## src/rtl/core/pese_pkg.sv

```systemverilog
// package: shared types and constants for the prefix expression stack evaluator
package pese_pkg;

   localparam logic [7:0] SYM_ADD  = 8'h2B;
   localparam logic [7:0] SYM_SUB  = 8'h2D;
   localparam logic [7:0] SYM_MUL  = 8'h2A;
   localparam logic [7:0] SYM_DIV  = 8'h2F;
   localparam logic [7:0] SYM_MOD  = 8'h25;
   localparam logic [7:0] SYM_ZERO = 8'h30;

   typedef enum logic [1:0] {
      CMD_HOLD = 2'd0,
      CMD_PUSH = 2'd1,
      CMD_POP  = 2'd2
   } stack_cmd_type;

   typedef enum logic [3:0] {
      ST_IDLE   = 4'd0,
      ST_POP_A  = 4'd1,
      ST_POP_B  = 4'd2,
      ST_CALC   = 4'd3,
      ST_MUL    = 4'd4,
      ST_DIV    = 4'd5,
      ST_FIX    = 4'd6,
      ST_PUSH   = 4'd7,
      ST_FINPOP = 4'd8,
      ST_OUT    = 4'd9
   } state_type;

   // divider control, carried as one group
   typedef struct packed {
      logic start;
   } div_ctl_type;

endpackage

```

## src/rtl/core/pese_div.sv

```systemverilog
// file: radix-2 restoring divider on 32-bit magnitudes
module pese_div (
   input  logic                   clock,
   input  logic                   reset,
   input  pese_pkg::div_ctl_type  ctl,
   input  logic [31:0]            dividend,
   input  logic [31:0]            divisor,
   output logic                   done,
   output logic [31:0]            quotient,
   output logic [31:0]            remainder
);
   import pese_pkg::*;

   logic [31:0] quo_ff, quo_in;
   logic [31:0] rem_ff, rem_in;
   logic [31:0] dsr_ff, dsr_in;
   logic [5:0]  cnt_ff, cnt_in;
   logic        busy_ff, busy_in;
   logic [32:0] trial;

   always_comb begin
      quo_in  = quo_ff;
      rem_in  = rem_ff;
      dsr_in  = dsr_ff;
      cnt_in  = cnt_ff;
      busy_in = busy_ff;
      trial   = {rem_ff, quo_ff[31]} - {1'b0, dsr_ff};
      if (ctl.start) begin
         quo_in  = dividend;
         rem_in  = '0;
         dsr_in  = divisor;
         cnt_in  = 6'd32;
         busy_in = 1'b1;
      end else if (busy_ff) begin
         if (!trial[32]) begin
            rem_in = trial[31:0];
         end else begin
            rem_in = {rem_ff[30:0], quo_ff[31]};
         end
         quo_in = {quo_ff[30:0], ~trial[32]};
         cnt_in = cnt_ff - 6'd1;
         if (cnt_ff == 6'd1) begin
            busy_in = 1'b0;
         end
      end
   end

   always_ff @(posedge clock) begin
      if (reset) begin
         busy_ff <= 1'b0;
         cnt_ff  <= '0;
      end else begin
         busy_ff <= busy_in;
         cnt_ff  <= cnt_in;
      end
      quo_ff <= quo_in;
      rem_ff <= rem_in;
      dsr_ff <= dsr_in;
   end

   assign done      = busy_ff && (cnt_ff == 6'd1);
   assign quotient  = quo_in;
   assign remainder = rem_in;
endmodule

```

## config.mk

```make
export PLATFORM = sky130hd
export DESIGN_NAME = pese_div
export DESIGN_NICKNAME = d
export VERILOG_FILES = /design/src/rtl/core/pese_pkg.sv /design/src/rtl/core/pese_div.sv
export SDC_FILE = /design/constraint.sdc
export NUM_CORES = 1
export LEC_CHECK = 0
export BUFFER_PORTS_ARGS = -buffer_cell sky130_fd_sc_hd__buf_2
export CAP_MARGIN = 20
export CORE_UTILIZATION = 40
export CTS_BUF_LIST = sky130_fd_sc_hd__clkbuf_2
export DETAILED_ROUTE_END_ITERATION = 12
export GPL_ROUTABILITY_DRIVEN = 0
export HOLD_SLACK_MARGIN = 0.03
export PLACE_DENSITY = 0.64
export SKIP_CTS_REPAIR_TIMING = 1
export SYNTH_ARGS = -nofsm -noshare
export SYNTH_HDL_FRONTEND = slang
export SYNTH_SLANG_ARGS = --single-unit
```

## constraint.sdc

```tcl
create_clock -name clock -period 5 [get_ports clock]
set_input_delay 0.75 -clock clock [delete_from_list [all_inputs] [get_ports clock]]
set_output_delay 0.75 -clock clock [all_outputs]
set_load 0.02 [all_outputs]
```

==> summary.md <==
| Metric | Value |
|---|---|
| Non-Filler Instances | `969` |
| I/O Pins | `132` |
| Num CTS Buffers | `9` |
| HP Class | `input pin to register` |
| Depth of the most critical reg-to-reg path | `13` |
| Fmax achieved | `207.5 MHz` |
| Yosys cell types | `61` |
| Number of synthesized flops with an enable pin | `32` |
| Minimum clock period | `4818 ps` |
| Setup CP Type | `register to output pin` |
| Startpoint types | `register` |
| Slew HR | `38.86%` |
| First-pass GRT wire length | `23400 um` |
| Synth async-reset ratio | `0%` |
| FF-to-FF End | `rem_ff[30]$_DFF_P_` |
| Nature of the critical path endpoint | `output pin` |
| Crit path launch | `quo_ff[31]$_DFF_P_` |
| Setup TNS | `0 ps` |
| Net Count, Synth | `768` |
| Remaining DRCs | `0` |
| # rows | `43` |
| Detailed placement HPWL | `10660 um` |
| Area grow syn2layout | `16.20%` |
| Power Density | `304.6 mW/mm^2` |
| Initial DRC Count | `236` |
| Wire length per cell | `14.85 um` |
| Worst r2r src | `quo_ff[31]$_DFF_P_` |
| # setup viols final | `0` |
| Outcome | `finished clean` |
| Top FF cell, synth | `dfxtp_1` |
| GR met2 Demand/Resource | `32.33%` |
| Post-DRT Antenna Nets | `0` |
| Largest net degree at the start of global routing | `97` |
| All-Layer GR Usage | `19.61%` |
| Clk root buf | `clkbuf_2` |
| Starting Density | `41.70%` |
| Vias in the first global route | `4933` |
| Register area share after synthesis | `40.53%` |
| Clock-pin slew on the worst setup and hold paths | `330 ps` |
| Mean Syn Cell Area | `8.826 um^2` |
| Clk sinks | `103` |
| Final Cell Area | `0.006830 mm^2` |
| Critical-path maximum fanout | `3` |
| Nets | `885` |
| Final slew viol count | `0` |
| H-tree depth | `3` |
| Vias | `5178` |
| Critical path destination | `remainder[22]` |
| Least-Margin Pin Slew | `917.0 ps` |
| Die area | `0.01518 mm^2` |
| Routing usage on met3 | `5.581%` |
| Leakage | `0.003043 uW` |
| Worst Skew | `45.95 ps` |
| Dpl cells | `950` |
| Synth Register Bits | `103` |
| Grt peak-use layer | `met2` |
| Final Hold Violating Endpoints | `0` |
| Layout cells sized above 1 | `21.57%` |
| CP required | `4250 ps` |
| Worst VDD drop | `0.0001969 V` |
| Initial antenna violation count | `1` |
| Final period utilization | `96.37%` |
| CP peak stage delay | `420 ps` |
| Max Root-Sink Buffers | `2` |
| CTS tree | `yes` |
| Slowest CP cell | `dfxtp_2` |
| Synthesized area | `0.005878 mm^2` |
| Cells after Synth | `666` |
| Clock Latency Late Sink | `670 ps` |
| Placed Instance Area | `0.006625 mm^2` |
| Register-to-register setup slack | `1730 ps` |
| Synth Warn # | `0` |
| Core Area | `0.01410 mm^2` |
| Final core utilization | `48.46%` |
| Die W | `123.2 um` |
| Chip Height | `123.2 um` |
| Crit path DAT | `4070 ps` |
| Crit-path cells | `inv_1 -> ha_1 -> fa_1 -> nand2b_1 -> a21oi_2 -> buf_4 -> o211ai_1 -> a21oi_1 -> a221oi_1 -> o21ai_0 -> xor2_1 -> nand2_1 -> a211oi_1 -> buf_2` |
| Max-Cap Viols | `0` |
| Global Route met1 Usage | `24.58%` |
| Overflow after GRT | `0` |
| Number of buffers added on ports | `131` |
| WL final | `14390 um` |
| Drt pass-1 iters | `5` |
| Drt via density | `5.344` |
| WHS | `221.5 ps` |
## routing by layer
metal | up-vias | share of wire [%]
li1 | 2628 | -
met1 | 2388 | 44
met2 | 150 | 47
met3 | 12 | 7.7
met4 | 0 | 0.92
met5 | - | 0
## metrics by stage
stage / power, uW / setup WS (ps)
5_1_grt: 2210 / -17.77
2_1_floorplan: 1452 / 1212
4_1_cts: 2092 / -132.8
3_3_place_gp: 1615 / 831.8
6_report: 2080 / 181.6
3_5_place_dp: 1624 / 684.9
## cells in the mapped netlist (all sizes together), types with 2 or more instances
master | number | area share (%)
nand2 | 97 | 6.2
dfxtp | 71 | 24
o21ai | 64 | 5.5
nor2 | 48 | 3.1
inv | 44 | 2.8
a21oi | 37 | 3.3
ha | 34 | 7.2
edfxtp | 32 | 16
mux2i | 31 | 5.3
a311oi | 18 | 2.7
xnor2 | 18 | 2.8
clkbuf | 16 | 1.0
buf | 15 | 1.8
xor2 | 14 | 2.1
nor3 | 12 | 1.0
nand3 | 10 | 0.85
o211ai | 9 | 1.1
o21a | 9 | 1.1
and3 | 8 | 0.85
a211oi | 7 | 0.89
a21o | 7 | 0.89
nand2b | 7 | 0.74
a31oi | 6 | 0.64
or3 | 5 | 0.55
nand4 | 4 | 0.43
o21bai | 4 | 0.51
a221oi | 3 | 0.75
a32oi | 3 | 0.45
nor2b | 3 | 0.32
o31ai | 3 | 0.38
a211o | 2 | 0.30
a32o | 2 | 0.34
nand3b | 2 | 0.26
nor4 | 2 | 0.21
o31a | 2 | 0.30
## area by class of cell
class	count	area, um^2
antenna	1	2.502
clock buffer	9	45.04
clock inverter	7	100.1
fill	1389	7266
inverter	45	168.9
multi-input combinational	485	3183
sequential	103	2387
tap	180	225.2
timing repair buffer	139	718.2
## worst min-delay path by stage
| stage | endpoint | from | cells past startpoint |
|---|---|---|---|
| 2_1_floorplan | cnt_ff[1]$_SDFFE_PP0P_ | cnt_ff[1]$_SDFFE_PP0P_ | 2 |
| 3_5_place_dp | cnt_ff[1]$_SDFFE_PP0P_ | cnt_ff[1]$_SDFFE_PP0P_ | 2 |
| 3_3_place_gp | cnt_ff[1]$_SDFFE_PP0P_ | cnt_ff[1]$_SDFFE_PP0P_ | 2 |
| 6_report | dsr_ff[23]$_DFFE_PP_ | divisor[23] | 1 |
| 5_1_grt | dsr_ff[22]$_DFFE_PP_ | divisor[22] | 1 |
| 4_1_cts | dsr_ff[6]$_DFFE_PP_ | divisor[6] | 1 |
## placed cells by master (no fill, tap or decap), types with 3 or more instances in the layout
| cell type | netlist | final |
|---|---|---|
| nor2_1 | 48 | 48 |
| and3_1 | 8 | 8 |
| xnor2_1 | 17 | 17 |
| ha_1 | 34 | 32 |
| nand2_1 | 97 | 97 |
| o21a_1 | 9 | 9 |
| edfxtp_1 | 32 | 32 |
| a311oi_1 | 18 | 17 |
| o31ai_1 | 3 | 3 |
| nand3_1 | 10 | 8 |
| buf_2 | 7 | 130 |
| dfxtp_1 | 71 | 69 |
| a31oi_1 | 6 | 6 |
| o21ai_0 | 61 | 61 |
| mux2i_1 | 31 | 31 |
| inv_1 | 44 | 44 |
| o21bai_1 | 4 | 4 |
| nor2b_1 | 3 | 3 |
| xor2_1 | 14 | 14 |
| nor3_1 | 12 | 12 |
| or3_1 | 4 | 4 |
| inv_6 | 0 | 3 |
| clkbuf_2 | 0 | 9 |
| a32oi_1 | 3 | 3 |
| a211oi_1 | 7 | 6 |
| nand2b_1 | 7 | 7 |
| a21o_1 | 7 | 7 |
| nand4_1 | 4 | 4 |
| buf_4 | 3 | 9 |
| o211ai_1 | 9 | 9 |
| a21oi_1 | 36 | 35 |
## sequential cells by signal (all words and copies together) (netlist names)
| signal | count |
|---|---|
| rem_ff | 32 |
| quo_ff | 32 |
| busy_ff | 1 |
| cnt_ff | 6 |
| dsr_ff | 32 |
## worst max-delay path, delay by kind of cell, from the launching register on
family | cells | cell delay, ps
AO/OA/AOI/OAI | 6 | 1470
XOR/XNOR | 1 | 200
adder cells (fa/ha/maj) | 2 | 610
buffers and inverters | 3 | 420
flip-flops | 1 | 420
AND/OR/NAND/NOR | 2 | 280
## cells by family after synthesis
group | synth area share (%)
mux | 5.279
flops | 40.53
xor+xnor | 4.896
compound gates | 20.67
simple gates | 15.03
fa+ha+maj | 7.578
buf+inv | 6.024
## power breakdown
part	internal [uW]	switching (uW)	total, uW
Sequential	941	45.1	986
Clock	135	327	461
Combinational	243	390	633
No activity file was read; power rests on OpenSTA's default activity.
