==> src/rtl/core/pese_pkg.sv <==
// package: shared types and constants for the prefix expression stack evaluator
package pese_pkg;

   localparam logic [7:0] SYM_ADD  = 8'h2B;
   localparam logic [7:0] SYM_SUB  = 8'h2D;
   localparam logic [7:0] SYM_MUL  = 8'h2A;
   localparam logic [7:0] SYM_DIV  = 8'h2F;
   localparam logic [7:0] SYM_MOD  = 8'h25;
   localparam logic [7:0] SYM_ZERO = 8'h30;

   typedef enum logic [1:0] {
      CMD_HOLD = 2'd0,
      CMD_PUSH = 2'd1,
      CMD_POP  = 2'd2
   } stack_cmd_type;

   typedef enum logic [3:0] {
      ST_IDLE   = 4'd0,
      ST_POP_A  = 4'd1,
      ST_POP_B  = 4'd2,
      ST_CALC   = 4'd3,
      ST_MUL    = 4'd4,
      ST_DIV    = 4'd5,
      ST_FIX    = 4'd6,
      ST_PUSH   = 4'd7,
      ST_FINPOP = 4'd8,
      ST_OUT    = 4'd9
   } state_type;

   // divider control, carried as one group
   typedef struct packed {
      logic start;
   } div_ctl_type;

endpackage

==> src/rtl/core/pese_cell.sv <==
// file: one stack cell, shifts toward its neighbours on push and pop
module pese_cell (
   input  logic                   clock,
   input  pese_pkg::stack_cmd_type cmd,
   input  logic [31:0]            from_above,
   input  logic [31:0]            from_below,
   output logic [31:0]            value
);
   import pese_pkg::*;

   logic [31:0] value_ff;
   logic [31:0] value_in;

   always_comb begin
      unique case (cmd)
         CMD_PUSH: value_in = from_above;
         CMD_POP:  value_in = from_below;
         default:  value_in = value_ff;
      endcase
   end

   always_ff @(posedge clock) begin
      value_ff <= value_in;
   end

   assign value = value_ff;
endmodule

==> config.mk <==
export PLATFORM = sky130hd
export DESIGN_NAME = pese_cell
export DESIGN_NICKNAME = d
export VERILOG_FILES = /design/src/rtl/core/pese_pkg.sv /design/src/rtl/core/pese_cell.sv
export SDC_FILE = /design/constraint.sdc
export NUM_CORES = 1
export LEC_CHECK = 0
export BUFFER_PORTS_ARGS = -buffer_cell sky130_fd_sc_hd__buf_2
export CAP_MARGIN = 20
export CORE_ASPECT_RATIO = 1.2
export CORE_MARGIN = 3
export CORE_UTILIZATION = 38
export CTS_CLUSTER_DIAMETER = 100
export DETAILED_ROUTE_END_ITERATION = 16
export PLACE_DENSITY = 0.78
export SETUP_SLACK_MARGIN = 0.02
export SLEW_MARGIN = 20
export SYNTH_ARGS = -nofsm -noshare
export SYNTH_HDL_FRONTEND = slang
export SYNTH_SLANG_ARGS = --single-unit
==> constraint.sdc <==
create_clock -name clock -period 1.55 [get_ports clock]
set_input_delay 0.2325 -clock clock [delete_from_list [all_inputs] [get_ports clock]]
set_output_delay 0.2325 -clock clock [all_outputs]
set_load 0.01 [all_outputs]
==> summary.txt, run 1 <==
DRT Wirelength -> 3073 um
VDD IR max -> 0.5100 mV
PD cells -> 1006 mW/mm^2
setup repair bufs after CTS -> 0
DIE HEIGHT -> 75.40 um
H-tree depth -> 2
initial core utilization -> 40.63%
# Max-Cap Violations -> 0
Mean Syn Cell Area -> 21.48 sq um
CTS tree -> built
# IOs -> 99
Leakage -> 1.009 nW
status -> completed
Synth Net Count -> 139
die footprint -> 0.004813 sq mm
share of layout cells above drive strength 1 -> 79.55%
Required @ worst endpoint -> 1.57 ns
Hold WS -> 0.2578 ns
sequential standard cell area -> 960.9 sq um
vias in the first global route -> 1014
Synth Cell Area -> 0.001525 sq mm
Worst Hold Depth -> 2
Setup crit start kind -> primary input
hold crit path type -> in -> reg
max-slew violations -> 0
Num CTS Buffers -> 5
Tot GR Track Use -> 12.54%
IO Port Bufs -> 98
Tot Pwr -> 2.168 mW
area leader, netlist -> edfxtp_1
Max Fclk -> 902.3 MHz
Main synth FF type -> edfxtp_1
largest net degree at the start of global routing -> 33
Routed WL per cell -> 13.48 um
Synth area leaders -> edfxtp_1, mux2_4, buf_12
Fin Setup TNS -> 0 ns
Syn Inst Count -> 71
first-pass GRT wire length -> 4457 um
initial antenna violation count -> 0
RePlAce Congestion -> 0.6590
clk root buf -> clkbuf_8
Die Width -> 63.84 um
Worst Hold End -> value[25]
global route overflow -> 0
CTS hold repair buffers -> 0
clk sink count -> 32
Ant. Diodes -> 0
Crit Path Category -> in -> reg
# resized after CTS -> 0
synthesis-to-layout area growth -> 41.35%
#FFs+latches synth -> 32
number of synthesized flops with an enable pin -> 32
core area -> 0.003754 sq mm
Post-synth top cells -> edfxtp_1, mux2_4, buf_12
crit path DAT -> 1.13 ns
nets -> 243
period utilization -> 71.50%
CTS clk-pin slew, worst paths -> 0.06 ns
register area share after synthesis -> 63.00%
area of the multi-input gates -> 488.0 sq um
max reg flops -> 32
row cnt -> 24
Least-Margin Pin Slew -> 0.1724 ns
Netlist cell types -> 7
Layout fillers -> 313
ys async rst share -> 0%
ANT nets after route -> 0
top-area cell type share of the netlist area -> 63.00%
Starting DRT DRC Count -> 46
top-count cell post-synth -> edfxtp_1
Final Hold Viols -> 0
CP max FO -> 20
Final Setup Violations -> 0
relative slew slack -> 88.51%
min Tclk post-route -> 1.108 ns
Hold Startpoint -> from_below[25]
RSZ-0062 raised after global routing -> no
DRC -> 0
vias per cell -> 4.333
clock tree buffer depth -> 2
Core Util, Final -> 57.43%
Crit. End Element -> register
drt first pass iters -> 4
via count -> 988
synthesis warning total -> 0
## cell families (layout without fill, tap and decap cells)
| kind of cell | count (synthesis) | count (layout) | synth area share (%) |
|---|---|---|---|
| multiplexers | 32 | 32 | 31.01 |
| flip-flops | 32 | 32 | 63.00 |
| buffers and inverters | 6 | 111 | 5.168 |
| adder cells (fa/ha/maj) | 1 | 1 | 0.8202 |
## cells in the final DEF (no fill, tap or decap)
cell type / Yosys / layout
edfxtp_1: 32 / 32
clkbuf_1: 0 / 2
clkbuf_8: 0 / 5
clkinv_1: 0 / 1
mux2_4: 30 / 30
mux2_2: 2 / 2
ha_2: 0 / 1
buf_2: 0 / 98
inv_1: 2 / 1
buf_12: 3 / 3
clkinvlp_4: 0 / 1
## worst max-delay path: stages
cell and delay (ns):
buf_2 0.10, inv_1 0.05, ha_2 0.23, buf_12 0.21, mux2_4 0.32
## where the power goes
group          internal, mW  switching, mW  total (mW)
Combinational         0.255          0.209       0.463
Clock                 0.312          0.266       0.577
Sequential             1.10         0.0269        1.13
## routing by layer
layer  global-route usage [%]  vias up  part of all wire (%)
li1                         -      481                     -
met1                    13.43      440                    33
met2                    21.24       63                    54
met3                    5.605        4                    12
met4                    6.235        0                   1.3
met5                        0        -                     0
## through the flow
step	cells	setup slack, ns	area, sq um
final	228	0.4418	2156
after global routing	228	0.4180	2156
after CTS	228	0.4411	2156
after detailed placement	220	0.1455	2076
after global placement	220	0.1768	2076
after floorplan	71	0.1655	1529
## final cells by class
class	instances	area share, %
clock inverter	1	0.1741
inverter	2	0.5223
clock buffer	7	3.540
timing repair buffer	101	25.54
multi-input combinational	33	22.63
tap	52	3.018
sequential	32	44.57
## worst max path at each step
stage                 from         to
finish              cmd[0]  value[14]
global route        cmd[0]  value[13]
CTS                 cmd[0]  value[13]
detailed placement  cmd[0]  value[21]
global placement    cmd[0]  value[20]
floorplan           cmd[0]   value[0]
(Power assumes the default switching activity.)
==> run 2: changes to the inputs <==
--- a/config.mk
+++ b/config.mk
@@ -9,10 +9,10 @@
 export CAP_MARGIN = 20
 export CORE_ASPECT_RATIO = 1.2
 export CORE_MARGIN = 3
-export CORE_UTILIZATION = 38
+export CORE_UTILIZATION = 40
 export CTS_CLUSTER_DIAMETER = 100
 export DETAILED_ROUTE_END_ITERATION = 16
-export PLACE_DENSITY = 0.78
+export PLACE_DENSITY = 0.79
 export SETUP_SLACK_MARGIN = 0.02
 export SLEW_MARGIN = 20
 export SYNTH_ARGS = -nofsm -noshare
==> constraint.sdc (replaced) <==
create_clock -name clock -period 1.15 [get_ports clock]
set_input_delay 0.1725 -clock clock [delete_from_list [all_inputs] [get_ports clock]]
set_output_delay 0.1725 -clock clock [all_outputs]
set_load 0.01 [all_outputs]
==> run 2 against run 1 <==
Against the previous run: combinational power is 37% higher; highest routed layer unchanged; clock power is 34% higher; sequential power is 35% higher; total power is 35% higher; via count is 0.81% lower; setup slack worse by 0.27 ns; first-iteration DRC count is 57% lower; design area is 0.87% higher.
==> summary.txt, run 2 (same netlist as run 1, synthesis figures left out) <==
DRC -> 0 (unchanged)
Pint -> 2.232 mW (+34%)
design area -> 0.002175 sq mm (+0.87%)
first-pass GRT wire length -> 4733 um (+6.2%)
global route overflow -> 0 (unchanged)
H-tree depth -> 2 (unchanged)
setup repair bufs after CTS -> 0 (unchanged)
clk sink count -> 32 (unchanged)
VDD IR max -> 0.6705 mV (+31%)
Num CTS Buffers -> 5 (unchanged)
Starting DRT DRC Count -> 20 (-57%)
most frequent cells in the layout -> buf_2, edfxtp_1, mux2_4
# IOs -> 99 (unchanged)
DP Area -> 0.002098 sq mm (+1.1%)
pre-CTS WS -> -0.1261 ns (-0.2716 ns)
Final Hold Viols -> 0 (unchanged)
part of the power in combinational logic -> 21.7% (+0.3 points)
most common cell after layout, fill and taps aside -> buf_2
CTS hold repair buffers -> 0 (unchanged)
initial antenna violation count -> 0 (unchanged)
ANT nets after route -> 0 (unchanged)
core area -> 0.003511 sq mm (-6.5%)
initial core utilization -> 43.44% (+2.8 points)
clock power share -> 26.4% (-0.2 points)
synthesis-to-layout area growth -> 42.58%
Net Sw Power -> 0.6922 mW (+38%)
PD cells -> 1345 mW/mm^2 (+34%)
die footprint -> 0.004593 sq mm (-4.6%)
Fin Setup TNS -> 0 ns (unchanged)
WP buf/inv -> 1 (-2)
largest net degree at the start of global routing -> 33 (unchanged)
# resized after CTS -> 0 (unchanged)
critical path's top delay family -> flip-flops
Leakage -> 1.016 nW (+0.66%)
period utilization -> 84.83%
hold crit path type -> in -> reg
Required @ worst endpoint -> 0.98 ns (-0.59 ns)
RSZ-0062 raised after global routing -> no
Worst path slowest cell -> edfxtp_1
worst setup slack after layout -> 0.1744 ns (-0.2674 ns)
Layout fillers -> 291 (-7.0%)
crit-path max cell delay -> 0.38 ns (+0.06 ns)
Hold WS -> 0.1919 ns (-0.06592 ns)
Net Sw Frac -> 23.67% (+0.57 points)
placed cell count -> 219 (-0.45%)
Final Setup Violations -> 0 (unchanged)
DIE HEIGHT -> 73.65 um (-2.3%)
# Max-Cap Violations -> 0 (unchanged)
share of layout cells above drive strength 1 -> 80.68% (+1.1 points)
Routed WL per cell -> 14.04 um (+4.2%)
RePlAce Congestion -> 0.6628 (+0.58%)
worst path cell trace -> buf_2
drt first pass iters -> 4 (unchanged)
CTS tree -> built
Tot GR Track Use -> 13.66% (+1.1 points)
max reg flops -> 32 (unchanged)
CP max FO -> 1 (-95%)
Final Instance Count excl. Fillers -> 226 (-0.88%)
Die Width -> 62.37 um (-2.3%)
clock tree buffer depth -> 2 (unchanged)
crit path DAT -> 0.80 ns (-0.33 ns)
Ant. Diodes -> 0 (unchanged)
relative slew slack -> 88.51% (about the same)
vias in the first global route -> 1071 (+5.6%)
via count -> 980 (-0.81%)
DRT Wirelength -> 3173 um (+3.3%)
Reg power frac -> 51.9% (about the same)
row cnt -> 23 (-4.2%)
Setup crit start kind -> register
min Tclk post-route -> 0.9756 ns
max-slew violations -> 0 (unchanged)
Max Fclk -> 1025 MHz
CTS clk-pin slew, worst paths -> 0.06 ns (about the same)
clk root buf -> clkbuf_8
IO Port Bufs -> 98 (unchanged)
Crit Path Category -> reg -> out
vias per cell -> 4.336 (about the same)
nets -> 244 (+0.41%)
Least-Margin Pin Slew -> 0.1723 ns (-0.00003791 ns)
status -> completed
Crit. End Element -> output pin
[run 2: changes by cell type in the layout (fill, tap and decap cells not counted)]
cell | previous run | this run
clkbuf_1 | 2 | 0
buf_4 | 0 | 1
clkinv_1 | 1 | 2
ha_2 | 1 | 0
ha_4 | 0 | 1
inv_1 | 1 | 0
inv_8 | 0 | 1
[run 2: cell type report]
type	count	area [sq um]	area share, %
Sequential cell	32	960.9	44.19
Timing Repair Buffer	102	558.0	25.66
Multi-Input combinational cell	33	498.0	22.90
Clock buffer	5	68.82	3.165
Tap cell	50	62.56	2.877
Inverter	2	18.77	0.8631
Clock inverter	2	7.507	0.3452
[run 2: worst paths after layout]
kind	cells past startpoint	startpoint	to
max	1	value[21]	value[21]
min	2	from_below[1]	value[1]
[run 2: power by group through the flow]
| stage | clock [mW] | combinational (mW) | sequential [mW] |
|---|---|---|---|
| global route | 0.852 | 0.683 | 1.53 |
| global placement | 0 | 0.628 | 1.54 |
| finish | 0.771 | 0.636 | 1.52 |
| floorplan | 0 | 0.236 | 1.65 |
| CTS | 0.796 | 0.648 | 1.52 |
| detailed placement | 0 | 0.647 | 1.54 |
[run 2: routing by layer]
metal / vias to the layer above / global-route usage [%] / share of wire, %
li1: 482 / - / -
met1: 437 / 12.78 / 32
met2: 57 / 26.20 / 56
met3: 4 / 5.199 / 11
met4: 0 / 6.618 / 1.0
met5: - / 0 / 0
[run 2: through the flow]
| step | util, % | total power [mW] |
|---|---|---|
| 4_1_cts | 61.94 | 2.964 |
| 3_3_place_gp | 59.76 | 2.167 |
| 6_report | 61.94 | 2.924 |
| 3_5_place_dp | 59.76 | 2.189 |
| 2_1_floorplan | - | 1.882 |
| 5_1_grt | 61.94 | 3.069 |
